File: src/hw/rtl/assert_macros.svh
// ----------------------------------------------------------------------------
// Assertion macros
// Concurrent assertion wrappers; compiled out when NO_ASSERTIONS is defined.
// ----------------------------------------------------------------------------
`ifndef ASSERT_MACROS_SVH
`define ASSERT_MACROS_SVH

`ifndef NO_ASSERTIONS

// Checked on every rising edge, disabled while reset is asserted.
`define PFI_ASSERT(lbl, clk, rst_n, prop, msg) \
    lbl: assert property (@(posedge clk) disable iff (!rst_n) prop) else $error(msg);

// Checked on every rising edge, reset included.
`define PFI_ASSERT_ALWAYS(lbl, clk, prop, msg) \
    lbl: assert property (@(posedge clk) prop) else $error(msg);

`else

`define PFI_ASSERT(lbl, clk, rst_n, prop, msg)
`define PFI_ASSERT_ALWAYS(lbl, clk, prop, msg)

`endif

`endif

File: src/hw/rtl/pfi_pkg.sv
// ----------------------------------------------------------------------------
// Packet fault injector package
// Register map, action codes and the per-channel settings type.
// ----------------------------------------------------------------------------
package pfi_pkg;

    localparam int unsigned FIELD_W  = 16;
    localparam int unsigned APB_DW   = 64;
    localparam int unsigned APB_AW   = 5;
    localparam int unsigned SET_W    = 48;
    localparam int unsigned NUM_CH   = 3;

    // register index, paddr[4:3]
    localparam logic [1:0] REG_ENABLE     = 2'd0;
    localparam logic [1:0] REG_LOSS       = 2'd1;
    localparam logic [1:0] REG_CORRUPT    = 2'd2;
    localparam logic [1:0] REG_REPLY_LOSS = 2'd3;

    // enable mask bits
    localparam int unsigned EN_LOSS    = 0;
    localparam int unsigned EN_CORRUPT = 1;
    localparam int unsigned EN_REPLY   = 2;

    // event kinds
    localparam logic KIND_OUTGOING = 1'b0;
    localparam logic KIND_INCOMING = 1'b1;

    // result codes
    localparam logic [1:0] ACT_PASS     = 2'd0;
    localparam logic [1:0] ACT_DROP     = 2'd1;
    localparam logic [1:0] ACT_CORRUPT  = 2'd2;
    localparam logic [1:0] ACT_SUPPRESS = 2'd3;

    typedef struct packed {
        logic [FIELD_W-1:0] cap;
        logic [FIELD_W-1:0] run_len;
        logic [FIELD_W-1:0] interval;
    } chan_cfg_t;

endpackage

File: src/hw/rtl/pfi_stream_if.sv
// ----------------------------------------------------------------------------
// Packet fault injector stream interfaces
// Valid/ready channels for packet events and fault actions.
// ----------------------------------------------------------------------------
interface pfi_evt_if;
    logic valid;
    logic ready;
    logic event_kind;

    modport source (output valid, output event_kind, input ready);
    modport sink   (input valid, input event_kind, output ready);
endinterface

interface pfi_act_if;
    logic       valid;
    logic       ready;
    logic [1:0] action;

    modport source (output valid, output action, input ready);
    modport sink   (input valid, input action, output ready);
endinterface

File: src/hw/rtl/pfi_regs.sv
// ----------------------------------------------------------------------------
// Packet fault injector register file
// APB-style settings registers; any write raises a one-cycle counter clear.
// ----------------------------------------------------------------------------
module pfi_regs (
    input  logic                       clk,
    input  logic                       rst_n,
    input  logic                       psel,
    input  logic                       penable,
    input  logic                       pwrite,
    input  logic [pfi_pkg::APB_AW-1:0] paddr,
    input  logic [pfi_pkg::APB_DW-1:0] pwdata,
    output logic [pfi_pkg::APB_DW-1:0] prdata,
    output logic                       pready,
    output logic [2:0]                 enable_mask,
    output pfi_pkg::chan_cfg_t         loss_cfg,
    output pfi_pkg::chan_cfg_t         corrupt_cfg,
    output pfi_pkg::chan_cfg_t         reply_cfg,
    output logic                       cfg_clear
);
    import pfi_pkg::*;

    logic [2:0]       enable_reg;
    logic [SET_W-1:0] loss_reg;
    logic [SET_W-1:0] corrupt_reg;
    logic [SET_W-1:0] reply_reg;
    logic [1:0]       reg_idx;
    logic             wr_en;

    assign pready  = 1'b1;
    assign reg_idx = paddr[4:3];
    assign wr_en   = psel && penable && pwrite && pready;

    always_ff @(posedge clk or negedge rst_n)
    begin
        if (!rst_n)
        begin
            enable_reg  <= '0;
            loss_reg    <= '0;
            corrupt_reg <= '0;
            reply_reg   <= '0;
        end
        else if (wr_en)
        begin
            unique case (reg_idx)
                REG_ENABLE:     enable_reg  <= pwdata[2:0];
                REG_LOSS:       loss_reg    <= pwdata[SET_W-1:0];
                REG_CORRUPT:    corrupt_reg <= pwdata[SET_W-1:0];
                REG_REPLY_LOSS: reply_reg   <= pwdata[SET_W-1:0];
                default:        enable_reg  <= enable_reg;
            endcase
        end
    end

    always_comb
    begin
        unique case (reg_idx)
            REG_ENABLE:     prdata = {{(APB_DW-3){1'b0}}, enable_reg};
            REG_LOSS:       prdata = {{(APB_DW-SET_W){1'b0}}, loss_reg};
            REG_CORRUPT:    prdata = {{(APB_DW-SET_W){1'b0}}, corrupt_reg};
            REG_REPLY_LOSS: prdata = {{(APB_DW-SET_W){1'b0}}, reply_reg};
            default:        prdata = '0;
        endcase
    end

    assign enable_mask = enable_reg;
    assign loss_cfg    = chan_cfg_t'(loss_reg);
    assign corrupt_cfg = chan_cfg_t'(corrupt_reg);
    assign reply_cfg   = chan_cfg_t'(reply_reg);
    assign cfg_clear   = wr_en;

endmodule

File: src/hw/rtl/pfi_chan.sv
// ----------------------------------------------------------------------------
// Packet fault injector channel
// Gap, run and applied-total counters of one fault channel.
// ----------------------------------------------------------------------------
`include "assert_macros.svh"

module pfi_chan #(
    parameter int unsigned COUNT_WIDTH = 16
) (
    input  logic               clk,
    input  logic               rst_n,
    input  pfi_pkg::chan_cfg_t cfg,
    input  logic               enable,
    input  logic               clear,
    input  logic               check,
    output logic               fire
);
    import pfi_pkg::*;

    localparam int unsigned CMP_W = (COUNT_WIDTH > FIELD_W) ? COUNT_WIDTH : FIELD_W;
    localparam logic [COUNT_WIDTH-1:0] CNT_MAX = '1;

    logic [COUNT_WIDTH-1:0] gap_reg,     gap_next;
    logic [COUNT_WIDTH-1:0] run_reg,     run_next;
    logic [COUNT_WIDTH-1:0] applied_reg, applied_next;
    logic [COUNT_WIDTH-1:0] gap_inc;
    logic [COUNT_WIDTH-1:0] applied_inc;
    logic [COUNT_WIDTH-1:0] run_load;
    logic [FIELD_W-1:0]     rest;
    logic                   eligible;
    logic                   in_run;
    logic                   gap_hit;

    assign gap_inc     = (gap_reg == CNT_MAX) ? gap_reg : gap_reg + 1'b1;
    assign applied_inc = (applied_reg == CNT_MAX) ? applied_reg : applied_reg + 1'b1;
    assign rest        = (cfg.run_len == '0) ? '0 : cfg.run_len - 1'b1;
    assign run_load    = (CMP_W'(rest) > CMP_W'(CNT_MAX)) ? CNT_MAX : COUNT_WIDTH'(rest);

    assign eligible = enable && (CMP_W'(applied_reg) < CMP_W'(cfg.cap));
    assign in_run   = (run_reg != '0);
    assign gap_hit  = (CMP_W'(gap_inc) >= CMP_W'(cfg.interval));
    assign fire     = eligible && (in_run || gap_hit);

    always_comb
    begin
        gap_next     = gap_reg;
        run_next     = run_reg;
        applied_next = applied_reg;
        if (clear)
        begin
            gap_next     = '0;
            run_next     = '0;
            applied_next = '0;
        end
        else if (check && eligible)
        begin
            if (in_run)
            begin
                run_next     = run_reg - 1'b1;
                applied_next = applied_inc;
            end
            else if (gap_hit)
            begin
                run_next     = run_load;
                gap_next     = '0;
                applied_next = applied_inc;
            end
            else
            begin
                gap_next = gap_inc;
            end
        end
    end

    always_ff @(posedge clk or negedge rst_n)
    begin
        if (!rst_n)
        begin
            gap_reg     <= '0;
            run_reg     <= '0;
            applied_reg <= '0;
        end
        else
        begin
            gap_reg     <= gap_next;
            run_reg     <= run_next;
            applied_reg <= applied_next;
        end
    end

    `PFI_ASSERT(a_clear_zeroes, clk, rst_n, clear |=> (gap_reg == '0 && run_reg == '0 && applied_reg == '0), "counters not cleared after write")
    `PFI_ASSERT(a_total_monotonic, clk, rst_n, !clear |=> (applied_reg >= $past(applied_reg)), "applied total decreased without clear")
    `PFI_ASSERT(a_total_capped, clk, rst_n, CMP_W'(applied_reg) <= CMP_W'(cfg.cap), "applied total above cap")

endmodule

File: src/hw/rtl/packet_fault_injector.sv
// ----------------------------------------------------------------------------
// Packet fault injector
// Per packet event, picks pass, drop, corrupt or suppress-reply.
// ----------------------------------------------------------------------------
//  channel | dir | handshake    | payload
//  evt     | in  | valid/ready  | event_kind (1b)
//  act     | out | valid/ready  | action (2b)
//  apb     | in  | psel/penable | 64b data, paddr[4:3] = register index
//
//  One event per cycle while the result register is empty or act.ready is high;
//  the action is held in the single result register after the counter logic.
//  evt.ready stays high while the result register is empty or being taken.
//  rst_n clears all settings and counters; any register write clears counters.
// ----------------------------------------------------------------------------
module packet_fault_injector #(
    parameter int unsigned COUNT_WIDTH = 16
) (
    input  logic                       clk,
    input  logic                       rst_n,
    pfi_evt_if.sink                    evt,
    pfi_act_if.source                  act,
    input  logic                       psel,
    input  logic                       penable,
    input  logic                       pwrite,
    input  logic [pfi_pkg::APB_AW-1:0] paddr,
    input  logic [pfi_pkg::APB_DW-1:0] pwdata,
    output logic [pfi_pkg::APB_DW-1:0] prdata,
    output logic                       pready
);
    import pfi_pkg::*;

    logic [2:0] enable_mask;
    chan_cfg_t  loss_cfg;
    chan_cfg_t  corrupt_cfg;
    chan_cfg_t  reply_cfg;
    logic       cfg_clear;

    logic       evt_acc;
    logic       loss_fire, corrupt_fire, reply_fire;
    logic       loss_check, corrupt_check, reply_check;
    logic       out_valid_reg, out_valid_next;
    logic [1:0] action_reg, action_next;

    pfi_regs u_regs (
        .clk         (clk),
        .rst_n       (rst_n),
        .psel        (psel),
        .penable     (penable),
        .pwrite      (pwrite),
        .paddr       (paddr),
        .pwdata      (pwdata),
        .prdata      (prdata),
        .pready      (pready),
        .enable_mask (enable_mask),
        .loss_cfg    (loss_cfg),
        .corrupt_cfg (corrupt_cfg),
        .reply_cfg   (reply_cfg),
        .cfg_clear   (cfg_clear)
    );

    assign evt.ready = !out_valid_reg || act.ready;
    assign evt_acc   = evt.valid && evt.ready;

    assign loss_check    = evt_acc && (evt.event_kind == KIND_OUTGOING);
    assign corrupt_check = loss_check && !loss_fire;
    assign reply_check   = evt_acc && (evt.event_kind == KIND_INCOMING);

    pfi_chan #(.COUNT_WIDTH(COUNT_WIDTH)) u_loss (
        .clk    (clk),
        .rst_n  (rst_n),
        .cfg    (loss_cfg),
        .enable (enable_mask[EN_LOSS]),
        .clear  (cfg_clear),
        .check  (loss_check),
        .fire   (loss_fire)
    );

    pfi_chan #(.COUNT_WIDTH(COUNT_WIDTH)) u_corrupt (
        .clk    (clk),
        .rst_n  (rst_n),
        .cfg    (corrupt_cfg),
        .enable (enable_mask[EN_CORRUPT]),
        .clear  (cfg_clear),
        .check  (corrupt_check),
        .fire   (corrupt_fire)
    );

    pfi_chan #(.COUNT_WIDTH(COUNT_WIDTH)) u_reply (
        .clk    (clk),
        .rst_n  (rst_n),
        .cfg    (reply_cfg),
        .enable (enable_mask[EN_REPLY]),
        .clear  (cfg_clear),
        .check  (reply_check),
        .fire   (reply_fire)
    );

    always_comb
    begin
        out_valid_next = out_valid_reg;
        action_next    = action_reg;
        if (evt_acc)
        begin
            out_valid_next = 1'b1;
            if (evt.event_kind == KIND_OUTGOING)
            begin
                if (loss_fire)
                    action_next = ACT_DROP;
                else if (corrupt_fire)
                    action_next = ACT_CORRUPT;
                else
                    action_next = ACT_PASS;
            end
            else
            begin
                action_next = reply_fire ? ACT_SUPPRESS : ACT_PASS;
            end
        end
        else if (act.ready)
        begin
            out_valid_next = 1'b0;
        end
    end

    always_ff @(posedge clk or negedge rst_n)
    begin
        if (!rst_n)
            out_valid_reg <= 1'b0;
        else
            out_valid_reg <= out_valid_next;
    end

    always_ff @(posedge clk)
    begin
        action_reg <= action_next;
    end

    assign act.valid  = out_valid_reg;
    assign act.action = action_reg;

endmodule
File: src/flat_wrapper.sv
// flat-port wrapper written by rule: the top's interface ports become plain ports
module packet_fault_injector_flat import pfi_pkg::*;
#(
    parameter int unsigned COUNT_WIDTH = 16
)
  (clk, rst_n, psel, penable, pwrite, paddr, pwdata, prdata, pready, evt_valid, evt_event_kind, evt_ready, act_valid, act_action, act_ready);
  pfi_evt_if evt_i ();
  pfi_act_if act_i ();
  input  logic clk;
  input  logic rst_n;
  input  logic psel;
  input  logic penable;
  input  logic pwrite;
  input  logic [pfi_pkg::APB_AW-1:0] paddr;
  input  logic [pfi_pkg::APB_DW-1:0] pwdata;
  output logic [pfi_pkg::APB_DW-1:0] prdata;
  output logic pready;
  input wire logic [$bits(evt_i.valid)-1:0] evt_valid;
  input wire logic [$bits(evt_i.event_kind)-1:0] evt_event_kind;
  output wire logic [$bits(evt_i.ready)-1:0] evt_ready;
  output wire logic [$bits(act_i.valid)-1:0] act_valid;
  output wire logic [$bits(act_i.action)-1:0] act_action;
  input wire logic [$bits(act_i.ready)-1:0] act_ready;
  assign evt_i.valid = evt_valid;
  assign evt_i.event_kind = evt_event_kind;
  assign evt_ready = evt_i.ready;
  assign act_valid = act_i.valid;
  assign act_action = act_i.action;
  assign act_i.ready = act_ready;
  packet_fault_injector #(.COUNT_WIDTH(COUNT_WIDTH)) u_core (.clk(clk), .rst_n(rst_n), .evt(evt_i), .act(act_i), .psel(psel), .penable(penable), .pwrite(pwrite), .paddr(paddr), .pwdata(pwdata), .prdata(prdata), .pready(pready));
endmodule
File: config.mk
export PLATFORM = sky130hd
export DESIGN_NAME = packet_fault_injector_flat
export DESIGN_NICKNAME = d
export VERILOG_FILES = /design/src/hw/rtl/pfi_pkg.sv /design/src/hw/rtl/pfi_stream_if.sv /design/src/hw/rtl/pfi_regs.sv /design/src/hw/rtl/pfi_chan.sv /design/src/hw/rtl/packet_fault_injector.sv /design/src/flat_wrapper.sv
export VERILOG_INCLUDE_DIRS = /design/src /design/src/hw/rtl
export SDC_FILE = /design/constraint.sdc
export NUM_CORES = 1
export LEC_CHECK = 0
export BUFFER_PORTS_ARGS = -buffer_cell sky130_fd_sc_hd__buf_2
export CAP_MARGIN = 5
export CORE_ASPECT_RATIO = 1.5
export CORE_MARGIN = 2
export CORE_UTILIZATION = 55
export CTS_CLUSTER_DIAMETER = 200
export DETAILED_ROUTE_END_ITERATION = 8
export PLACE_DENSITY = 0.74
export RECOVER_POWER = 25
export SYNTH_ARGS = -nofsm -noshare
export SYNTH_HDL_FRONTEND = slang
export SYNTH_SLANG_ARGS = --single-unit
File: constraint.sdc
create_clock -name clk -period 12.4 [get_ports clk]
set_input_delay 2.48 -clock clk [delete_from_list [all_inputs] [get_ports clk]]
set_output_delay 2.48 -clock clk [all_outputs]
set_load 0.01 [all_outputs]
==> impl_metrics.json <==
{
  "synth_cells": 2040,
  "tightest_slew_ns": 6.60,
  "violations": "capacitance limit, slew limit",
  "h-tree-depth": 2,
  "rr_startpoint": "u_core.u_loss.gap_reg[4]$_DFFE_PN0P_",
  "fmax_mhz": 124,
  "tritoncts": "done",
  "cp_data_arrival_time_ns": 7.11,
  "cts.repair.resized": 0,
  "viasPerCell": 6.27,
  "grt_pass1_vias": 15717,
  "ys_warn_count": 0,
  "cts.clk_slew.worst_paths_ns": 0.06,
  "num_rows": 82,
  "start_util": 0.556,
  "crit_required_ns": 11.41,
  "fin_nets": 2290,
  "startpoint": "rst_n",
  "endpoint": "u_core.u_loss.run_reg[10]$_DFFE_PN0P_",
  "numCtsBuffers": 34,
  "vias": 15991,
  "synth_top_family_by_area": "simple AND/OR/NAND/NOR gates",
  "critical_path_class": "in -> async",
  "ir_drop_uv": 114,
  "hold_violations": 0,
  "min_path_type": "reg -> reg",
  "cts_max_path_buffers": 3,
  "relSlewSlack": -3.40,
  "ys_seq_elements": 294,
  "critical_path.max_stage_delay_ns": 4.52,
  "async_flop_share": 0.993,
  "holdBufCountCts": 0,
  "die_area_um2": 35100,
  "critical_path.max_fanout": 120,
  "fin_crit_ns": 8.10,
  "crit_chain": "clkbuf_1",
  "holdWs_ns": 0.527,
  "die_w_um": 154,
  "ant_nets": 0,
  "num-fill-cells": 2819,
  "core-area_um2": 33200,
  "dp_hpwl_mm": 36.3,
  "slowest_stage": "clkbuf_1",
  "grt_pass1_wl_mm": 82.9,
  "wl_mm": 51.5,
  "drive_above_1_share": 0.146,
  "setup_viol": 0,
  "finalSetupTns_ns": 0,
  "design_area_um2": 20500,
  "post_cts_buffers": 0,
  "syn2layout_area_growth_pct": 10.7,
  "synth_compound_area_frac": 0.176,
  "drv_slew": 121,
  "drtIter0Drc": 1033,
  "ys.flop_type": "dfrtp_1",
  "antenna_found_initial": 1,
  "synthAdderAreaFrac": 0.0738,
  "grt_max_degree": 174,
  "drc": 0,
  "rsz0062_at_grt": "false",
  "synth_mux_area_frac": 0.0706,
  "synth_edf_count": 2,
  "place_congestion": 0.922,
  "powerDensity_nw_per_um2": 182,
  "netlist_area_um2": 18500,
  "synth-xor-area-share": 0.0389,
  "clk_latency_ns": 0.53,
  "path_depth": 1,
  "r2r_cells": 15,
  "dr.pass1.iters": 5,
  "status": "finished with violations",
  "synth.distinct_cells": 76,
  "port_buffers": 109,
  "overflow": 0,
  "drv_cap": 1,
  "ioPinCount": 146,
  "die_h_um": 228,
  "final.period_utilization": 0.653,
  "leakage_nw": 9.43,
  "worstReg2RegEnd": "u_core.u_corrupt.run_reg[3]$_DFFE_PN0P_",
  "place_area_um2": 19300,
  "grtUsageTotal": 0.292,
  "post_synth.cell_area_avg_um2": 9.05,
  "r2r_setup_slack_ns": 6.71,
  "yosysSeqAreaShare": 0.399,
  "wl_per_cell_um": 20.2,
  "cts-root-buf": "clkbuf_16",
  "synth-simple-area-share": 0.190,
  "path_buf_inv": 1,
  "path_delay_family": "buffers and inverters",
  "skew_ns": 0.0144,
  "endpoint_kind": "asynchronous set/reset pin",
  "startpoint_type": "primary input",
  "cts_num_sinks": 294
}
[Yosys cell counts, types with 4 or more instances]
cell      instances  area share
ha_1            109       0.074
xor2_1           24       0.011
a22o_1           72       0.034
dfrtp_1         292        0.40
and4_1           10      0.0047
nor4_1           28      0.0095
nor4b_1           7      0.0033
xnor2_1          58       0.028
a21o_1           27       0.011
and2_1            9      0.0030
nand2_1         224       0.046
nand3_1          69       0.019
nor2b_1           9      0.0030
nor3b_1           5      0.0020
o211ai_1         20      0.0081
a21oi_1          84       0.023
nor2_1          121       0.025
or2_2            10      0.0034
nand2b_1         30       0.010
nor3_1           54       0.015
a31oi_1          18      0.0061
nand4_1          36       0.012
o31ai_1          21      0.0085
inv_1           127       0.026
mux2i_1          10      0.0054
or3_1            25      0.0085
o22ai_1          10      0.0034
o21ai_0         183       0.050
or4_1             7      0.0028
buf_4            17      0.0069
mux2_2          101       0.062
nand3b_1         11      0.0045
o21a_1            7      0.0028
a211oi_1         16      0.0065
clkbuf_1         78       0.016
a2111o_1          4      0.0024
buf_1            11      0.0022
and3_1           30       0.010
[layout make-up]
class                   instances  area [um2]  share of cell area
diodes                          1        2.50            0.000122
inverters                     127         477              0.0233
clock buffers                  47        1010              0.0496
well taps                     420         526              0.0257
flip-flops and latches        294        7370               0.360
clock inverters                15         189             0.00924
repair buffers                122         651              0.0318
multi-input cells            1525       10200               0.500
[placed cells by master (no fill, tap or decap), types with 17 or more instances in the layout]
cell | synthesis | final
ha_1 | 109 | 109
a22o_1 | 72 | 72
o31ai_1 | 21 | 21
dfrtp_1 | 292 | 292
nand2_1 | 224 | 224
nor4_1 | 28 | 28
xor2_1 | 24 | 24
a31oi_1 | 18 | 18
conb_1 | 2 | 17
xnor2_1 | 58 | 58
nand4_1 | 36 | 36
nand2b_1 | 30 | 30
o21ai_0 | 183 | 183
or3_1 | 25 | 25
and3_1 | 30 | 29
a21o_1 | 27 | 27
inv_1 | 127 | 127
clkbuf_16 | 0 | 37
mux2_2 | 101 | 101
o211ai_1 | 20 | 20
nand3_1 | 69 | 67
buf_2 | 2 | 105
nor3_1 | 54 | 54
nor2_1 | 121 | 120
a21oi_1 | 84 | 84
[metrics by stage]
step | power (W) | utilization | instances | setup WS, ns
after floorplan | 0.00223 | - | 2055 | 6.23
after global placement | 0.00258 | 0.579 | 2488 | 5.54
after detailed placement | 0.00263 | 0.579 | 2488 | 5.53
after CTS | 0.00372 | 0.616 | 2550 | 5.52
after global routing | 0.00395 | 0.615 | 2551 | 3.05
final | 0.00373 | 0.615 | 2551 | 4.30
[where the power goes]
part	switching (W)	internal, W
sequential	0.000210	0.00114
combinational	0.000794	0.000507
clock	0.000421	0.000658
[metal layers]
layer  up-vias  GRT usage  wire, um
met2       584      0.510     25800
met4         0      0.130      2330
met5         -          0         0
met1      7814      0.358     20400
met3       125     0.0389      2970
li1       7468          -         -
[logic make-up (layout without fill, tap and decap cells)]
group           Yosys count  in the layout
xor+xnor                 82             82
buf+inv                 236            311
compound gates          502            502
mux                     114            114
other cells               2             18
fa+ha+maj               109            109
simple gates            701            701
flops                   294            294
[worst min-delay path by stage]
stage / start / to / slack [ns] / depth (start not counted)
5_1_grt: u_core.u_loss.gap_reg[11]$_DFFE_PN0P_ / u_core.u_loss.gap_reg[11]$_DFFE_PN0P_ / 0.54 / 1
2_1_floorplan: u_core.u_reply.run_reg[14]$_DFFE_PN0P_ / u_core.u_reply.run_reg[14]$_DFFE_PN0P_ / 0.48 / 1
3_3_place_gp: u_core.u_loss.gap_reg[11]$_DFFE_PN0P_ / u_core.u_loss.gap_reg[11]$_DFFE_PN0P_ / 0.50 / 1
4_1_cts: u_core.u_loss.gap_reg[11]$_DFFE_PN0P_ / u_core.u_loss.gap_reg[11]$_DFFE_PN0P_ / 0.52 / 1
6_report: u_core.u_loss.gap_reg[11]$_DFFE_PN0P_ / u_core.u_loss.gap_reg[11]$_DFFE_PN0P_ / 0.53 / 1
3_5_place_dp: u_core.u_loss.gap_reg[11]$_DFFE_PN0P_ / u_core.u_loss.gap_reg[11]$_DFFE_PN0P_ / 0.50 / 1
Power figures use the tool's default switching activity.
